File: src/sv/svm_pkg.sv
// Shared package of the stack VM executor: opcodes, status codes and the
// command and status structs between controller and datapath. No dependencies.
`timescale 1ns / 1ps
`default_nettype none
package svm_pkg;

   localparam int MEM_WORDS_DEF  = 16384;
   localparam int CODE_WORDS_DEF = 65536;
   localparam int PTR_W          = 17;
   localparam int DATA_W         = 32;
   localparam int PC_W           = 16;
   localparam logic [PTR_W-1:0] STACK_TOP_RST = 17'h10000;

   localparam logic [5:0] OP_LEA  = 6'd0;
   localparam logic [5:0] OP_IMM  = 6'd1;
   localparam logic [5:0] OP_JMP  = 6'd2;
   localparam logic [5:0] OP_CALL = 6'd3;
   localparam logic [5:0] OP_JZ   = 6'd4;
   localparam logic [5:0] OP_JNZ  = 6'd5;
   localparam logic [5:0] OP_ENT  = 6'd6;
   localparam logic [5:0] OP_ADJ  = 6'd7;
   localparam logic [5:0] OP_LEV  = 6'd8;
   localparam logic [5:0] OP_LI   = 6'd9;
   localparam logic [5:0] OP_LC   = 6'd10;
   localparam logic [5:0] OP_SI   = 6'd11;
   localparam logic [5:0] OP_SC   = 6'd12;
   localparam logic [5:0] OP_PUSH = 6'd13;
   localparam logic [5:0] OP_OR   = 6'd14;
   localparam logic [5:0] OP_XOR  = 6'd15;
   localparam logic [5:0] OP_AND  = 6'd16;
   localparam logic [5:0] OP_EQ   = 6'd17;
   localparam logic [5:0] OP_NE   = 6'd18;
   localparam logic [5:0] OP_LT   = 6'd19;
   localparam logic [5:0] OP_GT   = 6'd20;
   localparam logic [5:0] OP_LE   = 6'd21;
   localparam logic [5:0] OP_GE   = 6'd22;
   localparam logic [5:0] OP_SHL  = 6'd23;
   localparam logic [5:0] OP_SHR  = 6'd24;
   localparam logic [5:0] OP_ADD  = 6'd25;
   localparam logic [5:0] OP_SUB  = 6'd26;
   localparam logic [5:0] OP_MUL  = 6'd27;
   localparam logic [5:0] OP_DIV  = 6'd28;
   localparam logic [5:0] OP_MOD  = 6'd29;
   localparam logic [5:0] OP_EXIT = 6'd37;

   typedef enum logic [2:0] {
      VM_RUN     = 3'd0,
      VM_EXITED  = 3'd1,
      VM_ILLEGAL = 3'd2,
      VM_DIVZERO = 3'd3,
      VM_FAULT   = 3'd4
   } vm_status_type;

   typedef struct packed {
      logic clr;
      logic load;
      logic rd1;
      logic rd2;
      logic cap2;
      logic div_go;
      logic wb;
   } cmd_type;

   typedef struct packed {
      logic clr_last;
      logic need_div;
      logic div_done;
      logic out_free;
   } sts_type;

endpackage
`default_nettype wire

File: src/sv/svm_ctrl.sv
// Sequencer of the stack VM executor: memory clear, read phases, divide wait
// and write-back. Depends on svm_pkg.
`timescale 1ns / 1ps
`default_nettype none
module svm_ctrl
   import svm_pkg::*;
(
   input  wire logic    clock,
   input  wire logic    reset,
   input  wire logic    req_valid,
   output logic         req_stall,
   input  wire sts_type sts,
   output cmd_type      cmd
);
   typedef enum logic [7:0] {
      S_CLEAR = 8'b0000_0001,
      S_IDLE  = 8'b0000_0010,
      S_RD1   = 8'b0000_0100,
      S_RD2   = 8'b0000_1000,
      S_USE   = 8'b0001_0000,
      S_DGO   = 8'b0010_0000,
      S_DWAIT = 8'b0100_0000,
      S_WB    = 8'b1000_0000
   } state_type;

   state_type state_ff, state_in;

   always_comb begin
      state_in = state_ff;
      cmd      = '0;
      case (state_ff)
         S_CLEAR: begin
            cmd.clr = 1'b1;
            if (sts.clr_last) state_in = S_IDLE;
         end
         S_IDLE: begin
            cmd.load = req_valid;
            if (req_valid) state_in = S_RD1;
         end
         S_RD1: begin
            cmd.rd1  = 1'b1;
            state_in = S_RD2;
         end
         S_RD2: begin
            cmd.rd2  = 1'b1;
            state_in = S_USE;
         end
         S_USE: begin
            cmd.cap2 = 1'b1;
            state_in = sts.need_div ? S_DGO : S_WB;
         end
         S_DGO: begin
            cmd.div_go = 1'b1;
            state_in   = S_DWAIT;
         end
         S_DWAIT: begin
            if (sts.div_done) state_in = S_WB;
         end
         S_WB: begin
            cmd.wb = 1'b1;
            if (sts.out_free) state_in = S_IDLE;
         end
         default: state_in = S_IDLE;
      endcase
   end

   always_ff @(posedge clock) begin
      if (reset) state_ff <= S_CLEAR;
      else       state_ff <= state_in;
   end

   assign req_stall = (state_ff != S_IDLE);
endmodule
`default_nettype wire

File: config.mk
export PLATFORM = sky130hd
export DESIGN_NAME = svm_ctrl
export DESIGN_NICKNAME = d
export VERILOG_FILES = /design/src/sv/svm_pkg.sv /design/src/sv/svm_ctrl.sv
export SDC_FILE = /design/constraint.sdc
export NUM_CORES = 1
export LEC_CHECK = 0
export ABC_AREA = 1
export BUFFER_PORTS_ARGS = -buffer_cell sky130_fd_sc_hd__buf_2
export CAP_MARGIN = 20
export CORE_AREA = 5 5 42 44
export CTS_CLUSTER_DIAMETER = 100
export DETAILED_ROUTE_END_ITERATION = 8
export DIE_AREA = 0 0 47 49
export PLACE_DENSITY_LB_ADDON = 0.3
export SLEW_MARGIN = 25
export SYNTH_ARGS = -nofsm -noshare
export SYNTH_HDL_FRONTEND = slang
export SYNTH_SLANG_ARGS = --single-unit
File: constraint.sdc
create_clock -name clock -period 1.67 [get_ports clock]
set_input_delay 0.334 -clock clock [delete_from_list [all_inputs] [get_ports clock]]
set_output_delay 0.334 -clock clock [all_outputs]
set_load 0.02 [all_outputs]
==> run_summary.xml, run 1 <==
<?xml version="1.0" encoding="UTF-8"?>
<metrics>
  <group name="status">
    <metric name="run_status" unit="">completed</metric>
  </group>
  <group name="sta">
    <metric name="grt_setup_unrepaired" unit="">yes</metric>
    <metric name="finalHoldViolCount" unit="">0</metric>
    <metric name="slew_viol_final" unit="">0</metric>
    <metric name="min_period_over_period" unit="">0.966</metric>
    <metric name="fin_crit" unit="ns">1.61</metric>
    <metric name="setup_violations" unit="">0</metric>
    <metric name="timing.fmax" unit="MHz">620</metric>
    <metric name="tightest_slew" unit="ns">0.223</metric>
    <metric name="fin_skew" unit="ns">0.00785</metric>
    <metric name="max_slew_headroom" unit="">0.850</metric>
  </group>
  <group name="cells_and_area">
    <metric name="drive_gt1_frac" unit="">0.433</metric>
    <metric name="finalCoreUtilization" unit="">0.546</metric>
    <metric name="top_register" unit="">state_ff</metric>
    <metric name="nNetsFinal" unit="">113</metric>
    <metric name="area_growth" unit="%">29.4</metric>
    <metric name="n_antenna_cell" unit="">0</metric>
    <metric name="largestRegisters" unit="">state_ff (8)</metric>
    <metric name="post_layout_nonfiller_instances" unit="">120</metric>
    <metric name="largest_register_ffs" unit="">8</metric>
  </group>
  <group name="logic_synthesis">
    <metric name="yosys_top_cell_by_area" unit="">sky130_fd_sc_hd__dfxtp_1</metric>
    <metric name="post_synth_num_cell_types" unit="">20</metric>
    <metric name="muxShareOfSynthArea" unit="">0</metric>
    <metric name="post_synth_xor_xnor_area" unit="">0</metric>
    <metric name="syn_nets" unit="">93</metric>
    <metric name="syn-instance-count" unit="">86</metric>
    <metric name="synth_sequential_area_ratio" unit="">0.271</metric>
    <metric name="post_synth_and_or_nand_nor_area_fraction" unit="">0.555</metric>
    <metric name="synth_compound_area_frac" unit="">0.0318</metric>
    <metric name="synth_area_per_cell" unit="um^2">6.87</metric>
    <metric name="post_synth_instance_area" unit="um^2">591</metric>
    <metric name="synth.ff_latch_count" unit="">8</metric>
    <metric name="synth.yosys.warnings" unit="">0</metric>
    <metric name="yosys-top-cells-area" unit="">sky130_fd_sc_hd__dfxtp_1 27%, sky130_fd_sc_hd__inv_1 11%, sky130_fd_sc_hd__nor2_1 10%</metric>
    <metric name="main_combinational_cell_family_by_area_after_synthesis" unit="">simple AND/OR/NAND/NOR gates</metric>
    <metric name="post_synth_adder_cell_area" unit="">0</metric>
    <metric name="yosysTopAreaCellShare" unit="">0.271</metric>
  </group>
  <group name="job">
    <metric name="max_cap_viol_count" unit="">0</metric>
  </group>
  <group name="floorplan">
    <metric name="floorplan.core_area" unit="mm^2">0.00140</metric>
    <metric name="chipWidth" unit="um">47</metric>
    <metric name="area_of_the_die" unit="mm^2">0.00230</metric>
    <metric name="io_pins" unit="">15</metric>
    <metric name="placement_rows" unit="">14</metric>
    <metric name="initial_core_util" unit="">0.421</metric>
    <metric name="die_y" unit="um">49</metric>
  </group>
  <group name="drt">
    <metric name="drc" unit="">0</metric>
    <metric name="routed_vias_inst" unit="">4.79</metric>
    <metric name="initialDrtViolationCount" unit="">11</metric>
    <metric name="routed-via-count" unit="">575</metric>
    <metric name="drt-pass1-iter-count" unit="">4</metric>
    <metric name="wirelength_per_cell" unit="um">11.6</metric>
    <metric name="drt_wl_total" unit="mm">1.39</metric>
    <metric name="detail-route-antenna-nets" unit="">0</metric>
  </group>
  <group name="clocking">
    <metric name="cts_root_buffer" unit="">sky130_fd_sc_hd__clkbuf_4</metric>
    <metric name="htreeDepth" unit="">1</metric>
    <metric name="cts_hold_repair.buffers" unit="">0</metric>
    <metric name="worst_setup_hold_path_clk_slew" unit="ns">0.06</metric>
    <metric name="clk_path_buf_depth" unit="">2</metric>
    <metric name="clk-insertion-delay-late" unit="ns">0.25</metric>
    <metric name="cts.sink_count" unit="">8</metric>
    <metric name="tritoncts" unit="">built</metric>
    <metric name="cts_buffers" unit="">3</metric>
  </group>
  <group name="min_path">
    <metric name="worst_hold_startpoint" unit="">reset</metric>
    <metric name="holdPathStages" unit="">2</metric>
    <metric name="holdCritPathClass" unit="">input port to flop</metric>
  </group>
  <group name="pwr">
    <metric name="total_leakage_power" unit="nW">0.388</metric>
    <metric name="power.internal" unit="mW">0.320</metric>
    <metric name="switching_pwr" unit="mW">0.141</metric>
    <metric name="power.clock.fraction" unit="">0.319</metric>
    <metric name="power_switching_share" unit="">0.307</metric>
    <metric name="power.ir.vdd_worst" unit="V">0.000336</metric>
    <metric name="power_per_cell_area" unit="mW/mm^2">603</metric>
    <metric name="p_seq_frac" unit="">0.451</metric>
    <metric name="comb_power_share" unit="">0.231</metric>
  </group>
  <group name="global_routing">
    <metric name="first_global_vias" unit="">517</metric>
    <metric name="global_route_wire_length_before_repair" unit="mm">2.15</metric>
    <metric name="grt-ovfl-total" unit="">0</metric>
    <metric name="antenna_found_initial" unit="">0</metric>
    <metric name="globalRouteTotalUtil" unit="">0.130</metric>
    <metric name="grt_max_degree" unit="">8</metric>
  </group>
  <group name="place">
    <metric name="dpl.cell_count" unit="">115</metric>
    <metric name="gp_congestion" unit="">0.822</metric>
    <metric name="dp_hpwl" unit="mm">1.07</metric>
    <metric name="portBuffers" unit="">14</metric>
  </group>
  <group name="worst_setup_path">
    <metric name="startpoint" unit="">state_ff[3]</metric>
    <metric name="timing.critical_path.slowest_cell_delay" unit="ns">0.34</metric>
    <metric name="timing.reg2reg.worst_path_depth" unit="">10</metric>
    <metric name="setup.worst_path.start_class" unit="">flop</metric>
    <metric name="setup.worst_path.class" unit="">flop to primary output</metric>
    <metric name="critPathCaptureType" unit="">primary output</metric>
    <metric name="worstPathMaxFanout" unit="">7</metric>
    <metric name="critPathArrivalTime" unit="ns">1.28</metric>
    <metric name="crit_path_cell_trace" unit="">nor2_4, buf_12, nand2_8, nor3_2, buf_2</metric>
    <metric name="crit_slowest_cell" unit="">sky130_fd_sc_hd__dfxtp_2</metric>
    <metric name="rr_startpoint" unit="">state_ff[2]</metric>
    <metric name="worst_ep_required_time" unit="ns">1.34</metric>
  </group>
</metrics>
==> cells in the mapped netlist, drive strengths merged <==
cell type	count
inv	19
o21ai	1
nand3	10
nand3b	1
buf	1
nor4	1
nand2	17
a21oi	2
dfxtp	8
nor2	23
nor3	3
==> power by group through the flow <==
stage | Sequential (mW) | Clock (mW) | Combinational, mW
after floorplan | 0.209 | 0 | 0.0751
after global placement | 0.210 | 0 | 0.0982
after detailed placement | 0.210 | 0 | 0.0986
after CTS | 0.206 | 0.153 | 0.0992
after global routing | 0.208 | 0.169 | 0.116
final | 0.208 | 0.147 | 0.106
==> path summary, 6_finish.rpt <==
kind                                    end  slack, ns
worst max-delay path                 cmd[0]       0.06
worst min-delay path            state_ff[7]       0.31
worst max register to register  state_ff[1]       0.37
worst min register to register  state_ff[1]       0.57
==> per-layer routing <==
metal,up-vias,part of all wire,global-route usage
met5,-,0,0
met4,0,0.021,0.0876
met3,2,0.049,0.0480
met2,14,0.54,0.190
met1,259,0.39,0.152
li1,300,-,-
==> cell usage in the layout, fill, tap and decap left out, types with 4 or more instances in the layout <==
master                     n
sky130_fd_sc_hd__inv_1    18
sky130_fd_sc_hd__nor2_1   12
sky130_fd_sc_hd__nand2_1  12
sky130_fd_sc_hd__buf_2    11
sky130_fd_sc_hd__nand3_1   7
sky130_fd_sc_hd__nor2_4    6
sky130_fd_sc_hd__nor2_2    5
sky130_fd_sc_hd__dfxtp_1   5
sky130_fd_sc_hd__buf_4     4
==> kinds of logic after synthesis <==
group / Yosys count
compound gates: 3
simple gates: 55
buf+inv: 20
flops: 8
==> stage by stage <==
stage	hold slack, ns	power, mW	instance area, um^2	worst slack (ns)	TNS [ns]
finish	0.306	0.461	764	0.0571	0
global route	0.298	0.493	764	-0.0258	-0.0491
CTS	0.305	0.459	696	0.00298	0
detailed placement	0.571	0.309	673	0.273	0
global placement	0.573	0.308	673	0.288	0
floorplan	0.396	0.284	591	0.200	0
==> critical path, delay by kind of cell (launching register included) <==
family / cells / cell delay, ns
buf+inv: 2 / 0.31
simple gates: 3 / 0.36
flops: 1 / 0.34
==> what timing repair did <==
action                     CTS  global route
buffers inserted             0             2
setup endpoints to repair    1             5
pin swaps                    1             4
gates resized for setup      0            14
==> area by class of cell <==
cell class	instances	area (um^2)
well taps	16	20.0
fillers	140	637
clock buffers	3	22.5
repair buffers	16	105
multi-input cells	58	377
inverters	19	76.3
flip-flops and latches	8	164
Power figures use the tool's default switching activity.
==> run 2, diff against run 1 <==
--- a/config.mk
+++ b/config.mk
@@ -5,9 +5,7 @@
 export SDC_FILE = /design/constraint.sdc
 export NUM_CORES = 1
 export LEC_CHECK = 0
-export ABC_AREA = 1
 export BUFFER_PORTS_ARGS = -buffer_cell sky130_fd_sc_hd__buf_2
-export CAP_MARGIN = 20
 export CORE_AREA = 5 5 42 44
 export CTS_CLUSTER_DIAMETER = 100
 export DETAILED_ROUTE_END_ITERATION = 8
==> run_summary.xml, run 2 <==
<?xml version="1.0" encoding="UTF-8"?>
<metrics>
  <group name="status">
    <metric name="run_status" unit="">finished, violations left</metric>
    <metric name="failing_checks" unit="">negative setup slack</metric>
  </group>
  <group name="pwr">
    <metric name="design_power_total" unit="mW">0.613</metric>
    <metric name="power.ir.vdd_worst" unit="V">0.000442</metric>
    <metric name="power_per_cell_area" unit="mW/mm^2">693</metric>
    <metric name="total_leakage_power" unit="nW">0.395</metric>
  </group>
  <group name="worst_setup_path">
    <metric name="critical_path.n_buffers_inverters" unit="">1</metric>
    <metric name="crit_slowest_cell" unit="">sky130_fd_sc_hd__nor4_4</metric>
    <metric name="worstPathMaxFanout" unit="">3</metric>
    <metric name="critPathArrivalTime" unit="ns">1.53</metric>
    <metric name="worst_ep_required_time" unit="ns">1.34</metric>
    <metric name="timing.critical_path.slowest_cell_delay" unit="ns">0.38</metric>
    <metric name="cp_top_family" unit="">simple AND/OR/NAND/NOR gates</metric>
    <metric name="critPathCaptureType" unit="">primary output</metric>
    <metric name="crit_path_cell_trace" unit="">nor4_4, nand2_2, nor3b_2, buf_4</metric>
    <metric name="setup.worst_path.class" unit="">flop to primary output</metric>
    <metric name="setup.worst_path.start_class" unit="">flop</metric>
  </group>
  <group name="logic_synthesis">
    <metric name="ys_dominant_reg_cell" unit="">sky130_fd_sc_hd__dfxtp_1</metric>
    <metric name="synth.top_cells.by_count" unit="">9 x sky130_fd_sc_hd__nor2_1, 8 x sky130_fd_sc_hd__dfxtp_1, 4 x sky130_fd_sc_hd__nand2_1, 4 x sky130_fd_sc_hd__nor3b_1</metric>
    <metric name="post_synth_num_cell_types" unit="">33</metric>
    <metric name="synth-edff-count" unit="">0</metric>
    <metric name="synth.yosys.warnings" unit="">0</metric>
    <metric name="synth.ff_latch_count" unit="">8</metric>
    <metric name="synth_most_common_cell" unit="">sky130_fd_sc_hd__nor2_1</metric>
    <metric name="postSynth.asyncResetShare" unit="">0</metric>
    <metric name="syn-instance-count" unit="">65</metric>
    <metric name="syn_nets" unit="">72</metric>
    <metric name="yosys_top_cell_by_area" unit="">sky130_fd_sc_hd__dfxtp_1</metric>
    <metric name="yosys-top-cells-area" unit="">sky130_fd_sc_hd__dfxtp_1 29%, sky130_fd_sc_hd__nor4_4 7.6%, sky130_fd_sc_hd__nor2_1 6.1%</metric>
    <metric name="synth_sequential_area_ratio" unit="">0.287</metric>
    <metric name="synth_area_per_cell" unit="um^2">8.59</metric>
    <metric name="yosysTopAreaCellShare" unit="">0.287</metric>
    <metric name="post_synth_instance_area" unit="um^2">558</metric>
  </group>
  <group name="cells_and_area">
    <metric name="layout_common_cells" unit="">18 x sky130_fd_sc_hd__buf_4, 6 x sky130_fd_sc_hd__buf_2, 6 x sky130_fd_sc_hd__buf_6, 5 x sky130_fd_sc_hd__nor2_1, 4 x sky130_fd_sc_hd__nor2_4</metric>
    <metric name="area_growth" unit="%">58.5</metric>
    <metric name="layout.cell_area.non_filler" unit="um^2">885</metric>
    <metric name="finalCoreUtilization" unit="">0.631</metric>
    <metric name="largest_register_ffs" unit="">8</metric>
    <metric name="drive_gt1_frac" unit="">0.574</metric>
    <metric name="most_common_cell_after_layout_fill_and_taps_aside" unit="">sky130_fd_sc_hd__buf_4</metric>
    <metric name="n_antenna_cell" unit="">0</metric>
    <metric name="nNetsFinal" unit="">103</metric>
    <metric name="top_register" unit="">state_ff</metric>
    <metric name="post_layout_nonfiller_instances" unit="">110</metric>
    <metric name="largestRegisters" unit="">state_ff (8)</metric>
  </group>
  <group name="global_routing">
    <metric name="global_route_wire_length_before_repair" unit="mm">2.46</metric>
    <metric name="first_global_vias" unit="">548</metric>
    <metric name="grt_max_degree" unit="">10</metric>
    <metric name="globalRouteTotalUtil" unit="">0.147</metric>
    <metric name="grt-ovfl-total" unit="">0</metric>
    <metric name="antenna_found_initial" unit="">0</metric>
  </group>
  <group name="place">
    <metric name="dpl.cell_count" unit="">96</metric>
    <metric name="dpl-instance-area" unit="um^2">673</metric>
    <metric name="dp_hpwl" unit="mm">1.09</metric>
    <metric name="portBuffers" unit="">14</metric>
    <metric name="gp_congestion" unit="">0.795</metric>
    <metric name="dp_slack" unit="ns">0.0734</metric>
  </group>
  <group name="sta">
    <metric name="tightest_slew" unit="ns">0.339</metric>
    <metric name="finalWorstSetupSlack" unit="ns">-0.199</metric>
    <metric name="fin_crit" unit="ns">1.87</metric>
    <metric name="tns" unit="ns">-0.851</metric>
    <metric name="max_slew_headroom" unit="">0.772</metric>
    <metric name="fin_skew" unit="ns">0.00704</metric>
    <metric name="fin_hold_ws" unit="ns">0.279</metric>
    <metric name="slew_viol_final" unit="">0</metric>
    <metric name="timing.fmax" unit="MHz">535</metric>
    <metric name="setup_violations" unit="">8</metric>
    <metric name="min_period_over_period" unit="">1.12</metric>
    <metric name="grt_setup_unrepaired" unit="">yes</metric>
    <metric name="finalHoldViolCount" unit="">0</metric>
  </group>
  <group name="floorplan">
    <metric name="chipWidth" unit="um">47</metric>
    <metric name="io_pins" unit="">15</metric>
    <metric name="floorplan.core_area" unit="mm^2">0.00140</metric>
    <metric name="die_y" unit="um">49</metric>
    <metric name="initial_core_util" unit="">0.398</metric>
    <metric name="placement_rows" unit="">14</metric>
    <metric name="area_of_the_die" unit="mm^2">0.00230</metric>
  </group>
  <group name="drt">
    <metric name="routed-via-count" unit="">610</metric>
    <metric name="wirelength_per_cell" unit="um">15.6</metric>
    <metric name="detail-route-antenna-nets" unit="">0</metric>
    <metric name="drt_wl_total" unit="mm">1.71</metric>
    <metric name="drt-pass1-iter-count" unit="">4</metric>
    <metric name="routed_vias_inst" unit="">5.55</metric>
    <metric name="initialDrtViolationCount" unit="">11</metric>
    <metric name="drc" unit="">0</metric>
  </group>
  <group name="clocking">
    <metric name="cts_root_buffer" unit="">sky130_fd_sc_hd__clkbuf_4</metric>
    <metric name="cts.sink_count" unit="">8</metric>
    <metric name="clk-insertion-delay-late" unit="ns">0.27</metric>
    <metric name="tritoncts" unit="">built</metric>
    <metric name="clk_path_buf_depth" unit="">2</metric>
    <metric name="htreeDepth" unit="">1</metric>
    <metric name="worst_setup_hold_path_clk_slew" unit="ns">0.06</metric>
    <metric name="cts_buffers" unit="">3</metric>
    <metric name="cts_hold_repair.buffers" unit="">0</metric>
  </group>
  <group name="job">
    <metric name="max_cap_viol_count" unit="">0</metric>
  </group>
  <group name="min_path">
    <metric name="holdCritPathClass" unit="">input port to flop</metric>
  </group>
</metrics>
run 2: worst paths after layout:
path	from	endpoint	slack, ns	depth (start not counted)
max	state_ff[1]	cmd[3]	-0.20	4
min	reset	state_ff[7]	0.28	2
max reg2reg	state_ff[1]	state_ff[5]	0.08	6
min reg2reg	state_ff[7]	state_ff[0]	0.55	1
run 2: cell type report:
cell class	count	area, um^2
Fill cell	125	517
Multi-Input combinational cell	51	427
Timing Repair Buffer	30	233
Sequential cell	8	175
Clock buffer	3	22.5
Tap cell	16	20.0
Inverter	2	7.51
run 2: cells by family (layout without fill, tap and decap cells):
family,after synthesis,after routing,share of synthesized area
AO/OA/AOI/OAI,12,12,0.155
multiplexers,1,1,0.0179
AND/OR/NAND/NOR,36,36,0.439
buffers and inverters,6,35,0.0695
XOR/XNOR,2,2,0.0314
flip-flops,8,8,0.287
run 2: repair_timing:
action | 4_1_cts | 5_1_grt
pin swaps | 6 | 9
endpoints found under the setup margin | 8 | 8
buffers inserted | 4 | 7
resized for setup | 11 | 23
run 2: worst register-to-register path, stage by stage (launching register included):
cell	delay, ns
sky130_fd_sc_hd__dfxtp_4	0.36
sky130_fd_sc_hd__buf_4	0.14
sky130_fd_sc_hd__buf_6	0.12
sky130_fd_sc_hd__nor3b_1	0.13
sky130_fd_sc_hd__o211a_1	0.28
sky130_fd_sc_hd__a311o_1	0.38
sky130_fd_sc_hd__nor2_1	0.11
run 2: metal layers:
metal | GRT usage | wire, um
met1 | 0.176 | 676
met2 | 0.224 | 911
met3 | 0.0590 | 101
met4 | 0.0645 | 25
met5 | 0 | 0
run 2: power breakdown:
group / internal [mW] / switching, mW / total (mW) / leakage, nW
clock: 0.0832 / 0.0811 / 0.164 / 0.0138
sequential: 0.199 / 0.0161 / 0.215 / 0.0688
combinational: 0.125 / 0.108 / 0.233 / 0.313
total: 0.408 / 0.205 / 0.613 / 0.395
